===== src/rtl/assert_macros.svh =====
// Assertion helpers for the RTL. Full checks in simulation,
// empty bodies when building for synthesis.
`ifndef ASSERT_MACROS_SVH
`define ASSERT_MACROS_SVH
`ifndef SYNTHESIS
`define ASSERT_CLK(name, clk, rstn, prop) \
    name: assert property (@(posedge clk) disable iff (!rstn) (prop)) \
        else $error("assertion failed");
`define ASSERT_IMPLY(name, clk, rstn, pre, post) \
    name: assert property (@(posedge clk) disable iff (!rstn) (pre) |-> (post)) \
        else $error("assertion failed");
`else
`define ASSERT_CLK(name, clk, rstn, prop)
`define ASSERT_IMPLY(name, clk, rstn, pre, post)
`endif
`endif


===== src/rtl/srad_pkg.sv =====
// ---------------------------------------------------------------------------
// srad_pkg
// Types, constants and field layout shared by the source rate detector.
// ---------------------------------------------------------------------------
`default_nettype none
package srad_pkg;

    // table size default
    localparam int TABLE_ENTRIES_DEF = 64;

    // register reset values
    localparam logic [15:0] SCAN_THR_RST   = 16'd100;
    localparam logic [15:0] FLOOD_THR_RST  = 16'd100;
    localparam logic [15:0] SSH_THR_RST    = 16'd4;
    localparam logic [15:0] WINDOW_RST     = 16'd10;
    localparam logic [15:0] SSH_PORT_RST   = 16'd22;

    // configuration register indexes
    localparam int          CFG_IDX_W      = 3;
    localparam logic [2:0]  CFG_SCAN_THR   = 3'd0;
    localparam logic [2:0]  CFG_FLOOD_THR  = 3'd1;
    localparam logic [2:0]  CFG_SSH_THR    = 3'd2;
    localparam logic [2:0]  CFG_WINDOW     = 3'd3;
    localparam logic [2:0]  CFG_SSH_PORT   = 3'd4;

    // packet kinds
    localparam logic [1:0]  KIND_TCP       = 2'd0;
    localparam logic [1:0]  KIND_UDP       = 2'd1;
    localparam logic [1:0]  KIND_ICMP      = 2'd2;

    // input tdata layout
    localparam int IN_DATA_W  = 104;
    localparam int POS_SRC    = 0;
    localparam int POS_SYN    = 32;
    localparam int POS_ACK    = 33;
    localparam int POS_FIN    = 34;
    localparam int POS_URG    = 35;
    localparam int POS_PSH    = 36;
    localparam int POS_PORT   = 37;
    localparam int POS_MF     = 53;
    localparam int POS_OFF    = 54;
    localparam int POS_NOW    = 67;

    // result bit positions
    localparam int OUT_DATA_W = 8;
    localparam int RES_W      = 7;
    localparam int RES_XMAS   = 0;
    localparam int RES_SCAN   = 1;
    localparam int RES_SSH    = 2;
    localparam int RES_UDP    = 3;
    localparam int RES_ICMP   = 4;
    localparam int RES_FRAG   = 5;
    localparam int RES_FULL   = 6;

    // command queue
    localparam int QPTR_W      = 1;
    localparam int QUEUE_DEPTH = 2 ** QPTR_W;

    typedef enum logic [1:0] {
        ALERT_SCAN,
        ALERT_SSH,
        ALERT_UDP,
        ALERT_ICMP
    } alert_sel_t;

    // classified request handed from front to back
    typedef struct packed {
        logic [31:0] src;
        logic [31:0] now;
        logic [15:0] thr;
        alert_sel_t  sel;
        logic        touch;
        logic        xmas;
        logic        frag;
    } cmd_t;

    // one table entry
    typedef struct packed {
        logic [31:0] addr;
        logic [15:0] count;
        logic [31:0] last;
    } entry_t;

    typedef enum logic [2:0] {
        B_IDLE,
        B_READ,
        B_CHECK,
        B_UPDATE,
        B_DONE
    } back_state_t;

endpackage
`default_nettype wire


===== src/rtl/srad_front.sv =====
// ---------------------------------------------------------------------------
// srad_front
// Accepts packet headers, classifies them and holds one classified request.
// ---------------------------------------------------------------------------
`default_nettype none
module srad_front (
    input  wire logic                          clk,
    input  wire logic                          rst_n,
    input  wire logic                          s_tvalid,
    output logic                               s_tready,
    input  wire logic [srad_pkg::IN_DATA_W-1:0] s_tdata,
    input  wire logic [1:0]                    s_tuser,
    input  wire logic [15:0]                   scan_thr,
    input  wire logic [15:0]                   flood_thr,
    input  wire logic [15:0]                   ssh_thr,
    input  wire logic [15:0]                   ssh_port,
    output logic                               push_valid,
    input  wire logic                          push_ready,
    output srad_pkg::cmd_t                     push_cmd
);
    import srad_pkg::*;

    logic hold_valid_reg, hold_valid_next;
    cmd_t cmd_reg, cmd_next;

    logic        syn, ack, fin, urg, psh, mf;
    logic [15:0] port;
    logic [12:0] off;

    assign syn  = s_tdata[POS_SYN];
    assign ack  = s_tdata[POS_ACK];
    assign fin  = s_tdata[POS_FIN];
    assign urg  = s_tdata[POS_URG];
    assign psh  = s_tdata[POS_PSH];
    assign mf   = s_tdata[POS_MF];
    assign port = s_tdata[POS_PORT +: 16];
    assign off  = s_tdata[POS_OFF +: 13];

    // classify the incoming header
    always_comb
    begin
        cmd_next       = '0;
        cmd_next.src   = s_tdata[POS_SRC +: 32];
        cmd_next.now   = s_tdata[POS_NOW +: 32];
        cmd_next.sel   = ALERT_SCAN;
        case (s_tuser)
            KIND_TCP:
            begin
                cmd_next.xmas = fin & urg & psh;
                if (syn && !ack)
                begin
                    cmd_next.touch = 1'b1;
                    cmd_next.sel   = ALERT_SCAN;
                    cmd_next.thr   = scan_thr;
                end
                else if (port == ssh_port)
                begin
                    cmd_next.touch = 1'b1;
                    cmd_next.sel   = ALERT_SSH;
                    cmd_next.thr   = ssh_thr;
                end
            end
            KIND_UDP:
            begin
                cmd_next.touch = 1'b1;
                cmd_next.sel   = ALERT_UDP;
                cmd_next.thr   = flood_thr;
            end
            KIND_ICMP:
            begin
                cmd_next.frag  = mf | (off != 13'd0);
                cmd_next.touch = ~cmd_next.frag;
                cmd_next.sel   = ALERT_ICMP;
                cmd_next.thr   = flood_thr;
            end
            default:
            begin
                cmd_next.touch = 1'b0;
            end
        endcase
    end

    // hold stage
    assign s_tready   = !hold_valid_reg || push_ready;
    assign push_valid = hold_valid_reg;
    assign push_cmd   = cmd_reg;

    always_comb
    begin
        hold_valid_next = hold_valid_reg;
        if (s_tready)
        begin
            hold_valid_next = s_tvalid;
        end
    end

    always_ff @(posedge clk or negedge rst_n)
    begin
        if (!rst_n)
        begin
            hold_valid_reg <= 1'b0;
        end
        else
        begin
            hold_valid_reg <= hold_valid_next;
        end
    end

    always_ff @(posedge clk)
    begin
        if (s_tvalid && s_tready)
        begin
            cmd_reg <= cmd_next;
        end
    end

endmodule
`default_nettype wire


===== config.mk =====
export PLATFORM = sky130hd
export DESIGN_NAME = srad_front
export DESIGN_NICKNAME = d
export VERILOG_FILES = /design/src/rtl/assert_macros.svh /design/src/rtl/srad_pkg.sv /design/src/rtl/srad_front.sv
export SDC_FILE = /design/constraint.sdc
export NUM_CORES = 1
export LEC_CHECK = 0
export ABC_AREA = 1
export BUFFER_PORTS_ARGS = -buffer_cell sky130_fd_sc_hd__buf_2
export CORE_AREA = 2 2 100 102
export DETAILED_ROUTE_END_ITERATION = 8
export DIE_AREA = 0 0 102 104
export GPL_TIMING_DRIVEN = 0
export PLACE_DENSITY = 0.76
export SKIP_LAST_GASP = 1
export SLEW_MARGIN = 20
export SYNTH_ARGS = -nofsm -noshare
export SYNTH_HDL_FRONTEND = slang
export SYNTH_SLANG_ARGS = --single-unit

===== constraint.sdc =====
create_clock -name clk -period 5.7 [get_ports clk]
set_input_delay 0 -clock clk [delete_from_list [all_inputs] [get_ports clk]]
set_output_delay 0 -clock clk [all_outputs]
set_load 0.03 [all_outputs]

Yosys cells after proc, flatten, opt, wreduce, memory -nomap -nowiden
Index checks and enable logic that the tools add are counted.
{"block": "classes", "add_sub_neg": 0, "n_mul": 0, "div_mod_pow": 0, "order_cmp": 0, "eq_ne": 3, "n_shift": 0, "mux": 4, "n_bitwise": 4, "reduce_logical": 7}
{"operator": "18-bit one-hot mux with 3 select lines", "n": 1}
{"operator": "19-bit 2-to-1 mux", "n": 2}
{"operator": "16-bit equality test", "n": 1}
{"operator": "13-bit nonzero test", "n": 1}
{"operator": "1-bit one-hot mux with 3 select lines", "n": 1}
{"operator": "1-bit AND", "n": 2}
{"operator": "2-bit by 1-bit equality test with 1-bit output, second input constant", "n": 1}
{"operator": "2-bit equality test, second input constant", "n": 1}
{"operator": "1-bit logical AND", "n": 2}
{"operator": "1-bit logical NOT", "n": 2}
{"operator": "2-bit logical NOT", "n": 1}
{"operator": "1-bit logical OR", "n": 1}
{"operator": "1-bit NOT", "n": 1}
{"operator": "1-bit OR", "n": 1}
{"block": "word_totals", "register_bits": 86, "latchBits": 0, "mem_bits_rw": 0, "romBits": 0, "out_inout_bits": 87, "wordCells": 26, "mem_count": 0}

Longest topological paths before layout
{"block": "logic_depth", "ltp_word": 4, "mapped_depth": 10, "depth_no_buf": 10}

Worst setup path before layout
No wires, ideal clock.
{"block": "synth_timing", "path_kind": "flip-flop to flip-flop", "start": "register hold_valid_reg, in the netlist push_valid", "end": "register cmd_reg (netlist bit push_cmd[0]), enable pin", "arrival_time_ps": 4680, "setup_slack_ps": 464, "path_stages_with_launch": 2, "period_less_slack_ps": 5236, "path_cell_list": "dfrtp_1 -> a21oi_1"}
{"block": "synth_via", "elab_chain_cells": 3}
{"element": "start, declared", "line_no": "srad_front.sv:23", "rtl": "logic hold_valid_reg, hold_valid_next;"}
{"element": "start signal, assigned", "line_no": "srad_front.sv:105", "rtl": "hold_valid_reg <= hold_valid_next;"}
{"element": "1-bit logical NOT", "line_no": "srad_front.sv:84", "rtl": "assign s_tready = !hold_valid_reg || push_ready;"}
{"element": "1-bit logical OR", "line_no": "srad_front.sv:84"}
{"element": "1-bit logical AND", "line_no": "srad_front.sv:111", "rtl": "if (s_tvalid && s_tready)"}
{"element": "end signal, assigned", "line_no": "srad_front.sv:113", "rtl": "cmd_reg <= cmd_next;"}
{"element": "end, declared", "line_no": "srad_front.sv:24", "rtl": "cmd_t cmd_reg, cmd_next;"}
No other way between the ends.
A chain may end at the register's enable or synchronous reset.

Worst setup path in the final report
{"block": "layout_timing", "start": "register hold_valid_reg, in the netlist push_valid", "end": "register cmd_reg (netlist bit push_cmd[49]), enable pin"}
The elaborated chain is that of the path after synthesis.

==> results.tsv <==
stage	metric	value	unit
status	outcome	finished clean	
route	DRT Wirelength	13100	um
yosys	most common cell in the netlist	edfxtp_1	
timing	Worst slew margin	46.7	%
global_routing	GRT Total Usage	24.4	%
timing	count of final setup violators	0	
global_routing	largest net degree at the start of global routing	25	
setup_path	Critical Path Sink Type	flip-flop	
yosys	Post-Synthesis Cells	273	
route	WL per Instance	17.3	um
clock_tree	CTS root buffer	clkbuf_8	
route	DRC viols	0	
yosys	mux share of post-synthesis cell area	0	%
global_routing	first-pass GRT wire length	19000	um
global_routing	number of global-route vias before repair	3631	
hold_path	HP Class	in -> reg	
yosys	register area share after synthesis	71.5	%
clock_tree	quantity of gates resized following cts	0	
yosys	Synth Area in Compound Gates	6.66	%
clock_tree	Clock Tree Buf Depth	2	
floorplan	area of the die	10600	um2
layout	post-route cell area	6040	um2
layout	layout cells sized above 1	47.7	%
placed_design	routability cong.	0.768	
timing	RSZ-0062 raised after global routing	false	
hold_path	Hold Startpoint	flood_thr[4]	
layout	Storage cell area	2580	um2
yosys	Most used DFF post-synth	edfxtp_1	
yosys	Synth area leader	edfxtp_1	
timing	period utilisation layout	32.8	%
floorplan	Die Y	104	um
timing	achievable frequency	535	MHz
yosys	share of the synthesized area in the top cell type	70.8	%
timing	Clock Skew	0.0126	ns
timing	Tightest Pin Transition	0.797	ns
floorplan	Starting Density	37.7	%
placed_design	Placed Area	5140	um2
yosys	fraction of the mapped netlist area in simple logic gates	13.3	%
yosys	Synth Area in XOR/XNOR	0	%
pwr	static leakage	2.84	nW
pwr	PwrDens	238	nW/um2
setup_path	nature of the critical path startpoint	flip-flop	
layout	fin nets	792	
clock_tree	TritonCTS clock tree	built	
clock_tree	CTS Sinks	86	
yosys	Post-Synth Adder-Cell Area	1.39	%
clock_tree	Worst-path clk slew	0.10	ns
timing	final hold violations	0	
setup_path	CP startpoint	push_valid$_DFFE_PN0N_	
clock_tree	later-pin clock latency in the skew report	0.36	ns
yosys	largest family of logic cells by synthesized area	simple AND/OR/NAND/NOR gates	
timing	setup slack after layout	3.83	ns
route	DRT iter0 DRCs	155	
route	DRT Pass-1 Iters	4	
timing	Min Hold Slack	0.0217	ns
layout	area of the multi-input gates	782	um2
route	vias per inst	4.72	
yosys	mapped cell area	3600	um2
yosys	syn_area_per_cell	13.2	um2
timing	Slew Viols, Final	0	
setup_path	critical path arrival	1.93	ns
clock_tree	TritonCTS buffer count	9	
floorplan	Placeable Area	9550	um2
layout	Layout area overhead	67.7	%
global_routing	initial antenna violation count	4	
setup_path	critical path class	reg -> reg	
floorplan	Top Ports	261	
route	via count	3571	
clock_tree	H-tree Lvls	3	
floorplan	Row Count	36	
timing	fin crit period	1.87	ns
yosys	Async S/R FF share, synth	1.16	%
run	Max Cap Viol	0	
layout	# fillers	776	
placed_design	Detail Placement HPWL	8940	um
yosys	#FFs+latches synth	86	
global_routing	grt total ovfl	0	
yosys	Yosys cell types	20	
route	ANT nets after route	0	
yosys	top cells by count, synth	85 x edfxtp_1, 43 x nand2_1, 35 x inv_1	
yosys	EDFF count, synth	85	
yosys	dominant cells by area after synthesis	edfxtp_1 71%, nand2_1 4.5%, a32oi_1 3.9%, inv_1 3.6%, nand4_1 3.0%	
yosys	syn_nets	451	
floorplan	Die Width	102	um
placed_design	Setup WS pre-CTS	3.86	ns
pwr	worst vdd ir	0.118	mV
setup_path	largest fanout on the critical path	24	
yosys	Syn. warnings	0	
placed_design	port bufs	255	
setup_path	reg2reg start	push_valid$_DFFE_PN0N_	
setup_path	worst reg2reg setup slack	3.83	ns
setup_path	Required @ worst endpoint	5.77	ns
==> final cells by class <==
type / instances / area share [%]
diodes: 4 / 0.166
multi-input cells: 141 / 12.9
flip-flops and latches: 86 / 42.7
plain buffers: 9 / 1.95
inverters: 37 / 2.30
well taps: 133 / 2.75
clock buffers: 9 / 2.05
clock inverters: 7 / 0.787
repair buffers: 330 / 34.4
==> kinds of logic after synthesis <==
| group | after synthesis |
|---|---|
| AND/OR/NAND/NOR | 101 |
| flip-flops | 86 |
| buffers and inverters | 46 |
| AO/OA/AOI/OAI | 36 |
| adder cells (fa/ha/maj) | 4 |
==> flip-flops by register name, summed over array words and instances (netlist names) <==
| register | count |
|---|---|
| push_valid | 1 |
| push_cmd | 85 |
==> through the flow <==
step           util [%]  TNS (ns)  power (mW)  instances
6_report           63.3         0        1.44        756
5_1_grt            63.3         0        1.49        756
4_1_cts            63.2         0        1.43        752
3_5_place_dp       53.8         0        1.01        664
3_3_place_gp       52.9    -77.60        1.00        661
2_1_floorplan         -         0       0.896        273
==> cells in the final DEF (no fill, tap or decap), types with 2 or more instances in the layout <==
cell type / netlist / layout
clkbuf_8: 5 / 14
nand2_1: 43 / 43
nor2_8: 2 / 2
inv_6: 0 / 2
buf_16: 0 / 3
nand2_2: 3 / 3
clkinv_1: 1 / 2
diode_2: 0 / 4
dlygate4sd3_1: 0 / 72
buf_2: 0 / 255
o21ai_0: 2 / 2
inv_1: 35 / 35
nand4_1: 17 / 17
buf_6: 3 / 3
ha_1: 4 / 4
clkinv_2: 0 / 2
nor2_1: 27 / 27
nand3_1: 2 / 2
a21oi_1: 18 / 17
a32oi_1: 16 / 16
nor2_2: 6 / 6
edfxtp_1: 85 / 85
==> power by group <==
part           internal [mW]  leakage (nW)  switching [mW]
Clock                  0.159        0.0874           0.234
Combinational          0.125          1.93           0.167
Sequential             0.738         0.827          0.0117
Total                   1.02          2.84           0.413
==> routing by layer <==
| layer | wire length [um] | GRT usage (%) | up-vias | share of wire (%) |
|---|---|---|---|---|
| li1 | - | - | 1663 | - |
| met1 | 4360 | 24.2 | 1674 | 33 |
| met2 | 7180 | 45.3 | 201 | 55 |
| met3 | 1060 | 6.52 | 33 | 8.1 |
| met4 | 457 | 12.5 | 0 | 3.5 |
| met5 | 0 | 0 | - | 0 |
==> critical path, stage by stage (launching register included) <==
cell and delay [ns]:
dfrtp_1 0.43, a21oi_4 0.67, buf_16 0.26, buf_16 0.19
==> final timing paths <==
check / cells after the start / endpoint
setup / recovery: 3 / push_cmd[49]$_DFFE_PP_
hold / removal: 3 / push_cmd[9]$_DFFE_PP_
setup reg to reg: 3 / push_cmd[49]$_DFFE_PP_
hold reg to reg: 1 / push_cmd[40]$_DFFE_PP_
max in group asynchronous: 3 / push_valid$_DFFE_PN0N_
min in group asynchronous: 3 / push_valid$_DFFE_PN0N_
==> repair_timing <==
action | 4_1_cts | 5_1_grt
endpoints found under the hold margin | 69 | 0
buffers inserted | 0 | 0
hold buffers | 72 | 0
Note: power is estimated with default switching activity, not from simulation.
