File: src/rtl/assert_macros.svh
// Assertion helpers for the RTL. Full checks in simulation,
// empty bodies when building for synthesis.
`ifndef ASSERT_MACROS_SVH
`define ASSERT_MACROS_SVH
`ifndef SYNTHESIS
`define ASSERT_CLK(name, clk, rstn, prop) \
    name: assert property (@(posedge clk) disable iff (!rstn) (prop)) \
        else $error("assertion failed");
`define ASSERT_IMPLY(name, clk, rstn, pre, post) \
    name: assert property (@(posedge clk) disable iff (!rstn) (pre) |-> (post)) \
        else $error("assertion failed");
`else
`define ASSERT_CLK(name, clk, rstn, prop)
`define ASSERT_IMPLY(name, clk, rstn, pre, post)
`endif
`endif

File: src/rtl/srad_pkg.sv
// ---------------------------------------------------------------------------
// srad_pkg
// Types, constants and field layout shared by the source rate detector.
// ---------------------------------------------------------------------------
`default_nettype none
package srad_pkg;

    // table size default
    localparam int TABLE_ENTRIES_DEF = 64;

    // register reset values
    localparam logic [15:0] SCAN_THR_RST   = 16'd100;
    localparam logic [15:0] FLOOD_THR_RST  = 16'd100;
    localparam logic [15:0] SSH_THR_RST    = 16'd4;
    localparam logic [15:0] WINDOW_RST     = 16'd10;
    localparam logic [15:0] SSH_PORT_RST   = 16'd22;

    // configuration register indexes
    localparam int          CFG_IDX_W      = 3;
    localparam logic [2:0]  CFG_SCAN_THR   = 3'd0;
    localparam logic [2:0]  CFG_FLOOD_THR  = 3'd1;
    localparam logic [2:0]  CFG_SSH_THR    = 3'd2;
    localparam logic [2:0]  CFG_WINDOW     = 3'd3;
    localparam logic [2:0]  CFG_SSH_PORT   = 3'd4;

    // packet kinds
    localparam logic [1:0]  KIND_TCP       = 2'd0;
    localparam logic [1:0]  KIND_UDP       = 2'd1;
    localparam logic [1:0]  KIND_ICMP      = 2'd2;

    // input tdata layout
    localparam int IN_DATA_W  = 104;
    localparam int POS_SRC    = 0;
    localparam int POS_SYN    = 32;
    localparam int POS_ACK    = 33;
    localparam int POS_FIN    = 34;
    localparam int POS_URG    = 35;
    localparam int POS_PSH    = 36;
    localparam int POS_PORT   = 37;
    localparam int POS_MF     = 53;
    localparam int POS_OFF    = 54;
    localparam int POS_NOW    = 67;

    // result bit positions
    localparam int OUT_DATA_W = 8;
    localparam int RES_W      = 7;
    localparam int RES_XMAS   = 0;
    localparam int RES_SCAN   = 1;
    localparam int RES_SSH    = 2;
    localparam int RES_UDP    = 3;
    localparam int RES_ICMP   = 4;
    localparam int RES_FRAG   = 5;
    localparam int RES_FULL   = 6;

    // command queue
    localparam int QPTR_W      = 1;
    localparam int QUEUE_DEPTH = 2 ** QPTR_W;

    typedef enum logic [1:0] {
        ALERT_SCAN,
        ALERT_SSH,
        ALERT_UDP,
        ALERT_ICMP
    } alert_sel_t;

    // classified request handed from front to back
    typedef struct packed {
        logic [31:0] src;
        logic [31:0] now;
        logic [15:0] thr;
        alert_sel_t  sel;
        logic        touch;
        logic        xmas;
        logic        frag;
    } cmd_t;

    // one table entry
    typedef struct packed {
        logic [31:0] addr;
        logic [15:0] count;
        logic [31:0] last;
    } entry_t;

    typedef enum logic [2:0] {
        B_IDLE,
        B_READ,
        B_CHECK,
        B_UPDATE,
        B_DONE
    } back_state_t;

endpackage
`default_nettype wire

File: src/rtl/srad_queue.sv
// ---------------------------------------------------------------------------
// srad_queue
// Short FIFO of classified requests between the front and back parts.
// ---------------------------------------------------------------------------
`default_nettype none
module srad_queue (
    input  wire logic           clk,
    input  wire logic           rst_n,
    input  wire logic           push_valid,
    output logic                push_ready,
    input  wire srad_pkg::cmd_t push_cmd,
    output logic                pop_valid,
    input  wire logic           pop_ready,
    output srad_pkg::cmd_t      pop_cmd
);
    import srad_pkg::*;

    cmd_t              slot_reg [QUEUE_DEPTH];
    logic [QPTR_W-1:0] wr_ptr_reg, wr_ptr_next;
    logic [QPTR_W-1:0] rd_ptr_reg, rd_ptr_next;
    logic [QPTR_W:0]   count_reg, count_next;
    logic              do_push, do_pop;

    assign push_ready = count_reg != (QPTR_W + 1)'(QUEUE_DEPTH);
    assign pop_valid  = count_reg != '0;
    assign pop_cmd    = slot_reg[rd_ptr_reg];
    assign do_push    = push_valid && push_ready;
    assign do_pop     = pop_valid && pop_ready;

    // pointer and fill count
    always_comb
    begin
        wr_ptr_next = do_push ? wr_ptr_reg + 1'b1 : wr_ptr_reg;
        rd_ptr_next = do_pop  ? rd_ptr_reg + 1'b1 : rd_ptr_reg;
        count_next  = count_reg;
        if (do_push && !do_pop)
        begin
            count_next = count_reg + 1'b1;
        end
        else if (do_pop && !do_push)
        begin
            count_next = count_reg - 1'b1;
        end
    end

    always_ff @(posedge clk or negedge rst_n)
    begin
        if (!rst_n)
        begin
            wr_ptr_reg <= '0;
            rd_ptr_reg <= '0;
            count_reg  <= '0;
        end
        else
        begin
            wr_ptr_reg <= wr_ptr_next;
            rd_ptr_reg <= rd_ptr_next;
            count_reg  <= count_next;
        end
    end

    always_ff @(posedge clk)
    begin
        if (do_push)
        begin
            slot_reg[wr_ptr_reg] <= push_cmd;
        end
    end

endmodule
`default_nettype wire

File: config.mk
export PLATFORM = sky130hd
export DESIGN_NAME = srad_queue
export DESIGN_NICKNAME = d
export VERILOG_FILES = /design/src/rtl/assert_macros.svh /design/src/rtl/srad_pkg.sv /design/src/rtl/srad_queue.sv
export SDC_FILE = /design/constraint.sdc
export NUM_CORES = 1
export LEC_CHECK = 0
export ABC_AREA = 1
export BUFFER_PORTS_ARGS = -buffer_cell sky130_fd_sc_hd__buf_2
export CORE_MARGIN = 1
export CORE_UTILIZATION = 45
export DETAILED_ROUTE_END_ITERATION = 8
export PLACE_DENSITY_LB_ADDON = 0.12
export SLEW_MARGIN = 10
export SYNTH_ARGS = -nofsm -noshare
export SYNTH_HDL_FRONTEND = slang
export SYNTH_SLANG_ARGS = --single-unit
File: constraint.sdc
create_clock -name clk -period 4.85 [get_ports clk]
set_clock_uncertainty 0.15 [all_clocks]
set_input_delay 0.485 -clock clk [delete_from_list [all_inputs] [get_ports clk]]
set_output_delay 0.485 -clock clk [all_outputs]
set_load 0.005 [all_outputs]
### Word-level counts from Yosys, hierarchy flattened

Memory sizes are Yosys's and may differ from the RTL's.
Cells that the tools add are included.

| storage, ports and cells | value |
|---|---|
| bits of input ports | 89 |
| word-level logic and storage cells | 21 |
| bits in writable memories | 170 |
| memories kept | 1 |
| output and inout port bits | 87 |
| flip-flop bits (word level) | 4 |

| cells by class | value |
|---|---|
| equality and inequality tests | 1 |
| add/sub/neg operators | 4 |
| mux-type cells | 4 |
| reduce and logical (&&, ||, !) cells | 8 |

Memory list:

| name | words | width | read ports | clocked after Yosys merged registers in | wr ports | RTL line | text |
|---|---|---|---|---|---|---|---|
| slot_reg | 2 | 85 | 1 | 0 | 1 | srad_queue.sv:18 | `cmd_t slot_reg [QUEUE_DEPTH];` |

Operator list:

| operator | number |
|---|---|
| $logic_and A1 B1 Y1 | 4 |
| $mux W2 | 2 |
| $reduce_bool A2 Y1 | 2 |
| $add A1 B1 Y1 const B | 2 |
| $add A2 B1 Y2 const B | 1 |
| $logic_not A1 Y1 | 2 |
| $mux W1 | 2 |
| $ne A2 B2 Y1 const B | 1 |
| $sub A2 B1 Y2 const B | 1 |

### Longest topological paths before layout

Gate-level depths: netlist of run 1.

| depth | value |
|---|---|
| word-level depth | 6 |
| mapped depth | 10 |
| depth with buffers taken out | 10 |

### Worst setup path after synthesis of run 1

Ideal clock, no wire load.

| path | value |
|---|---|
| kind | register to register |
| from | reg count_reg[0] |
| to | mem slot_reg[0][0] (netlist bit) (enable) |
| clock period less this slack | 4.848 ns |
| slack | 0.002 ns |
| buffers on the path | 0 |
| cell stages (with the launch flop) | 5 |
| data arrival time | 4.169 ns |
| setup time | 0.529 ns |
| data required time | 4.171 ns |
| cell sequence | dfrtp_1 > inv_1 > nand2_1 > nand2_1 > nor2_1 |

| between the ends | value |
|---|---|
| cells in the longest elaborated chain, start to end | 4 |

Ends and longest elaborated chain:

| element | RTL line | text |
|---|---|---|
| from (decl) | srad_queue.sv:21 | `logic [QPTR_W:0] count_reg, count_next;` |
| from (signal assigned) | srad_queue.sv:58 | `count_reg <= count_next;` |
| $ne A2 B2 Y1 | srad_queue.sv:24 | `assign push_ready = count_reg != (QPTR_W + 1)'(QUEUE_DEPTH);` |
| net push_ready | srad_queue.sv:10 | `output logic push_ready,` |
| $logic_and A1 B1 Y1 | srad_queue.sv:27 | `assign do_push = push_valid && push_ready;` |
| $mux W1 | srad_queue.sv:64 | `if (do_push)` |
| $mux W1 (not written as such) | srad_queue.sv:66 | `slot_reg[wr_ptr_reg] <= push_cmd;` |
| to (decl) | srad_queue.sv:18 |  |

The timed path passes the listed nets, and every way through them passes these cells.

==> metrics.md, run 1 <==
| Metric | Value |
|---|---|
| Cell with the most instances after synthesis | `nand2_1` |
| CP arrival | `2350 ps` |
| Total of fill cells in the finished design | `1152` |
| Die W | `121 um` |
| Slew HR | `28.8%` |
| Syn_nets | `563` |
| Die area | `0.0147 mm^2` |
| Worst-Margin Slew | `1070 ps` |
| Power density cells | `593 mW/mm^2` |
| Antenna violations before repair | `2` |
| Most frequent CP cell | `nand2_1` |
| Routed Antenna Nets | `0` |
| Leak Pwr | `3.46 nW` |
| Synth warn | `0` |
| DPL Wire Length | `7530 um` |
| Finish-stage setup viols | `0` |
| Setup WS post-layout | `1870 ps` |
| CTS tree | `done` |
| Crit path max fanout | `59` |
| Detailed-route wire length per cell | `14.3 um` |
| Layout cells sized above 1 | `31.0%` |
| Max VDD drop | `0.339 mV` |
| Area grow syn2layout | `24.7%` |
| CTS sink cnt | `174` |
| Max cap viols | `0` |
| Cells after synthesis | `473` |
| Area contributors post-synth | `edfxtp_1 80%, nand2_1 16%, dfrtp_1 1.6%, buf_6 1.1%, buf_2 0.86%` |
| Fin. max-slew vios | `0` |
| Worst-Skew Late Latency | `410 ps` |
| Crit path time final | `2980 ps` |
| Hold slack | `110 ps` |
| TritonRoute pass-1 iters | `4` |
| Routed vias | `3937` |
| Area of the core | `0.0139 mm^2` |
| Setup CP Type | `register to primary output` |
| FF+latch count, synth | `174` |
| Max incr delay on CP | `770 ps` |
| Chip height | `121 um` |
| Area of the mapped netlist | `0.00642 mm^2` |
| Core Util, Final | `57.7%` |
| CP endpoint kind | `primary output` |
| Yosys cell types | `14` |
| Ports | `176` |
| IO buf count | `175` |
| Clk Tree Root Cell | `clkbuf_16` |
| Status | `completed` |
| CTS Buffer Depth | `2` |
| Period utilization | `61.5%` |
| Core Rows | `43` |
| Largest net degree at the start of global routing | `87` |
| Worst path required time | `4220 ps` |
| RSZ-0062 raised after global routing | `no` |
| Area leader, netlist | `edfxtp_1` |
| DRC viols | `0` |
| Worst path cell trace | `inv_2 > buf_4 > nand2_1 > nand2_1 > buf_2` |
| Htree depth | `4` |
| Place WS | `2220 ps` |
| CTS Buf Count | `17` |
| Ys flop type | `edfxtp_1` |
| Initial Utilization | `46.2%` |
| First-pass GRT wire length | `18300 um` |
| Post-synth EDFFs | `170` |
| Total power | `0.00475 W` |
| Grt ovf | `0` |
| CP startpoint kind | `register` |
| Highest-delay cell along the critical path | `inv_2` |
| Async set-reset flop share out of synthesis | `2.30%` |
| F_max | `335 MHz` |
| Postcts setup bufs | `0` |
| Top cells by count, synth | `265 x nand2_1, 170 x edfxtp_1, 11 x buf_2` |
| Post-synth top area share | `79.5%` |
| Max FFs per register | `170` |
| Register area share after synthesis | `81.1%` |
| Clock-pin slew of the registers on the worst-case setup and hold paths | `60 ps` |
| Min-Delay Startpoint | `push_cmd[59]` |
| Reg2Reg Launch Point | `count_reg[0]$_DFFE_PN0P_` |
| Final hold violation count | `0` |
| Worst hold path class | `primary input to register` |
| Setup TNS | `0 ps` |
| Routability Congestion | `0.736` |
| Final Routed Wirelength | `12100 um` |
| Vias/cell | `4.65` |
| Initial DRC Count | `205` |
| CP startpoint | `rd_ptr_reg$_DFFE_PN0P_` |
| Gr usage total | `17.1%` |
| Syn Area/Cell | `13.6 um^2` |
| Vias in the first global route | `3691` |
| Nets | `743` |
==> cell usage in the layout, fill, tap and decap left out <==
cell type / n
clkbuf_16: 17
clkinv_1: 4
ha_1: 1
buf_2: 175
nand2_1: 265
xnor2_1: 1
clkinvlp_4: 1
clkinv_2: 3
clkbuf_1: 4
dlygate4sd3_1: 1
buf_12: 2
inv_1: 6
dfrtp_1: 3
inv_2: 1
nand3_1: 2
bufinv_16: 2
diode_2: 1
edfxtp_1: 170
nand4_1: 1
nor2_4: 2
xor2_1: 1
buf_4: 2
dfrtp_2: 1
==> area by class of cell <==
class	count	area (um^2)	share of cell area, %
diodes	1	2.50	0.0313
clock buffers	21	440	5.50
clock inverters	10	97.6	1.22
inverters	7	26.3	0.328
multi-input cells	273	1060	13.3
flip-flops and latches	174	5210	65.1
well taps	180	225	2.81
repair buffers	180	941	11.8
==> timing repair <==
| action | CTS | global route |
|---|---|---|
| endpoints found under the hold margin | 4 | 0 |
| gates resized for setup | 0 | 0 |
| hold buffers | 1 | 0 |
==> report_power, final <==
| group | total (W) | internal (W) | switching, W |
|---|---|---|---|
| clock | 0.00124 | 0.000744 | 0.000492 |
| combinational | 0.00138 | 0.000493 | 0.000883 |
| sequential | 0.00213 | 0.00206 | 0.0000767 |
==> metal layers <==
layer / up-vias / track usage [%] / part of all wire (%)
li1: 1959 / - / -
met1: 1842 / 21.2 / 42
met2: 120 / 26.5 / 49
met3: 14 / 6.02 / 7.2
met4: 2 / 8.95 / 1.6
met5: - / 0 / 0.083
==> through the flow <==
stage	cells	cell area [um^2]
2_1_floorplan	473	6420
3_3_place_gp	813	7450
3_5_place_dp	813	7450
4_1_cts	845	8000
5_1_grt	845	8000
6_report	846	8000
==> critical path: cells and delay by family (launching register included) <==
family                 cells  cell delay (ps)
buffers and inverters      3             1330
flip-flops                 1              400
AND/OR/NAND/NOR            2              190
==> logic make-up (layout without fill, tap and decap cells) <==
| group | count (synthesis) | after routing | synth area share (%) |
|---|---|---|---|
| buffers and inverters | 26 | 218 | 2.55 |
| adders and majority gates | 1 | 1 | 0.195 |
| other | 0 | 1 | 0 |
| DFF | 174 | 174 | 81.1 |
| xor gates and xnor gates | 2 | 2 | 0.273 |
| and+or+nand+nor | 270 | 270 | 15.9 |
==> worst paths after layout <==
check / to / slack, ps / depth (start not counted)
max: pop_cmd[43] / 1870 / 5
min: slot_reg[0][59]$_DFFE_PP_ / 110 / 1
max reg2reg: slot_reg[1][8]$_DFFE_PP_ / 2330 / 5
min reg2reg: count_reg[0]$_DFFE_PN0P_ / 350 / 1
max in group asynchronous: rd_ptr_reg$_DFFE_PN0P_ / 4130 / 2
min in group asynchronous: wr_ptr_reg$_DFFE_PN0P_ / 270 / 2
No activity file was read; power rests on OpenSTA's default activity.
==> inputs of run 2 (changes only) <==
==> constraint.sdc (replaced) <==
create_clock -name clk -period 2.9 [get_ports clk]
set_clock_uncertainty 0.15 [all_clocks]
set_input_delay 0.29 -clock clk [delete_from_list [all_inputs] [get_ports clk]]
set_output_delay 0.29 -clock clk [all_outputs]
set_load 0.005 [all_outputs]
==> metrics.md, run 2 (same netlist as run 1, synthesis figures left out) <==
| Metric | Value |
|---|---|
| CTS sink cnt | `174 (unchanged)` |
| Commonest non-fill, non-tap cell in the layout | `nand2_1 (unchanged)` |
| Max VDD drop | `0.495 mV (was 0.339 mV)` |
| Routed vias | `4335 (was 3937)` |
| Most frequent cells in the layout | `265 x nand2_1, 175 x buf_2, 170 x edfxtp_1 (unchanged)` |
| DR WL met3 | `723 um (was 868 um)` |
| RSZ-0062 raised after global routing | `no (unchanged)` |
| F_max | `422 MHz` |
| Worst path required time | `2460 ps (was 4220 ps)` |
| Clock power frac | `25.8% (was 26.0%)` |
| Total of fill cells in the finished design | `1093 (was 1152)` |
| CTS Buf Count | `17 (unchanged)` |
| IO buf count | `175 (unchanged)` |
| Period utilization | `81.8%` |
| Status | `completed (unchanged)` |
| Layout cells sized above 1 | `27.8% (was 31.0%)` |
| Multi-input gate area | `0.00106 mm^2 (unchanged)` |
| Antenna violations before repair | `0 (was 2)` |
| CP arrival | `1930 ps (was 2350 ps)` |
| DRC viols | `0 (unchanged)` |
| Routability Congestion | `0.683 (was 0.736)` |
| Wire length on met2 | `6830 um (was 5870 um)` |
| Comb power frac | `30.0% (was 29.0%)` |
| CP startpoint | `rd_ptr_reg$_DFFE_PN0P_ (unchanged)` |
| Post-CTS Hold Fix Bufs | `87 (was 1)` |
| Wire length on met1 | `5480 um (was 5120 um)` |
| Largest net degree at the start of global routing | `87 (unchanged)` |
| Switching portion of total power | `30.8% (was 30.6%)` |
| Die W | `121 um (unchanged)` |
| Clock-pin slew of the registers on the worst-case setup and hold paths | `60 ps (about the same)` |
| Setup WS post-layout | `529 ps (was 1870 ps)` |
| Initial DRC Count | `246 (was 205)` |
| Routed Antenna Nets | `0 (unchanged)` |
| Gr usage total | `18.6% (was 17.1%)` |
| Htree depth | `4 (unchanged)` |
| Slew HR | `36.5% (was 28.8%)` |
| Nets | `832 (was 743)` |
| CTS tree | `done (unchanged)` |
| Clk Tree Root Cell | `clkbuf_16 (unchanged)` |
| Worst-Margin Slew | `953 ps (was 1070 ps)` |
| Int Power | `0.00560 W (was 0.00329 W)` |
| Vias/cell | `4.65 (about the same)` |
| Power density cells | `911 mW/mm^2 (was 593 mW/mm^2)` |
| Chip height | `121 um (unchanged)` |
| Place WS | `989 ps (was 2220 ps)` |
| Resized cells post-CTS | `0 (unchanged)` |
| Postcts setup bufs | `0 (unchanged)` |
| Max FFs per register | `170 (unchanged)` |
| First-pass GRT wire length | `20500 um (was 18300 um)` |
| Grt ovf | `0 (unchanged)` |
| Crit path time final | `2370 ps` |
| CP startpoint kind | `register (unchanged)` |
| Area of the core | `0.0139 mm^2 (unchanged)` |
| Die area | `0.0147 mm^2 (unchanged)` |
| Core Rows | `43 (unchanged)` |
| Setup CP Type | `register to primary output (unchanged)` |
| TritonRoute pass-1 iters | `4 (unchanged)` |
| DPL Wire Length | `7480 um (was 7530 um)` |
| Ports | `176 (unchanged)` |
| Seq pwr share | `44.2% (was 45.0%)` |
| Worst-Skew Late Latency | `410 ps (about the same)` |
| Finish-stage setup viols | `0 (unchanged)` |
| Leak Pwr | `3.83 nW (was 3.46 nW)` |
| CTS Buffer Depth | `2 (unchanged)` |
| Worst hold path class | `primary input to asynchronous set/reset pin (was primary input to register)` |
| Crit path max fanout | `86 (was 59)` |
| Inserted Diodes | `0 (was 1)` |
| Final Routed Wirelength | `13300 um (was 12100 um)` |
| Top Metal Used | `met4 (was met5)` |
| Max cap viols | `0 (unchanged)` |
| Hold slack | `73.9 ps (was 110 ps)` |
| Fin. max-slew vios | `0 (unchanged)` |
| Detailed-route wire length per cell | `14.2 um (was 14.3 um)` |
| Vias in the first global route | `4321 (was 3691)` |
| Reg2Reg Launch Point | `count_reg[0]$_DFFE_PN0P_ (unchanged)` |
| FF/Latch Area | `0.00521 mm^2 (unchanged)` |
| CP endpoint kind | `primary output (unchanged)` |
| Area grow syn2layout | `38.4% (was 24.7%)` |
| Initial Utilization | `46.2% (unchanged)` |
| Final hold violation count | `0 (unchanged)` |
| Switching pwr | `0.00249 W (was 0.00145 W)` |
-- run 2: cell types whose count changed in the layout (fill, tap and decap cells not counted) --
cell           change
diode_2            -1
buf_4              +3
clkinv_2           -1
dlygate4sd3_1     +86
clkinv_1           -1
clkinvlp_4         +1
-- run 2: power groups by stage --
stage	sequential, W	clock (W)	combinational [W]
2_1_floorplan	0.00363	0	0.00137
3_3_place_gp	0.00361	0	0.00236
3_5_place_dp	0.00362	0	0.00237
4_1_cts	0.00358	0.00214	0.00247
5_1_grt	0.00362	0.00224	0.00274
6_report	0.00357	0.00209	0.00243
-- run 2: stage by stage --
step	instance area (um^2)	util (%)	total power, W	setup TNS [ps]	cells
2_1_floorplan	6420	-	0.00500	-90970	473
3_3_place_gp	7470	53.8	0.00596	0	816
3_5_place_dp	7470	53.8	0.00600	0	816
4_1_cts	8880	64.0	0.00818	0	933
5_1_grt	8880	64.0	0.00859	0	933
6_report	8880	64.0	0.00809	0	933
-- run 2: critical path, stage by stage, from the launching register on --
cell	delay [ps]
dfrtp_2	360
buf_4	690
nand2_1	110
nand2_1	130
buf_2	120
-- run 2: cell type report --
type / count / area share [%]
flip-flops and latches: 174 / 58.6
clock inverters: 9 / 1.08
multi-input cells: 273 / 12.0
repair buffers: 269 / 20.5
well taps: 180 / 2.54
inverters: 7 / 0.296
clock buffers: 21 / 4.96
-- run 2: worst paths after layout --
path | to | slack (ps) | cells after the start
setup / recovery | pop_cmd[44] | 530 | 4
hold / removal | count_reg[1]$_DFFE_PN0P_ | 70 | 2
setup reg to reg | slot_reg[1][74]$_DFFE_PP_ | 1150 | 5
hold reg to reg | count_reg[0]$_DFFE_PN0P_ | 360 | 1
max in group asynchronous | rd_ptr_reg$_DFFE_PN0P_ | 2400 | 2
min in group clk | wr_ptr_reg$_DFFE_PN0P_ | 180 | 3
-- run 2: routing by layer --
| metal | vias to the layer above | track usage (%) |
|---|---|---|
| met5 | - | 0 |
| met4 | 0 | 8.49 |
| met3 | 19 | 5.03 |
| met2 | 130 | 32.1 |
| met1 | 2054 | 21.5 |
| li1 | 2132 | - |
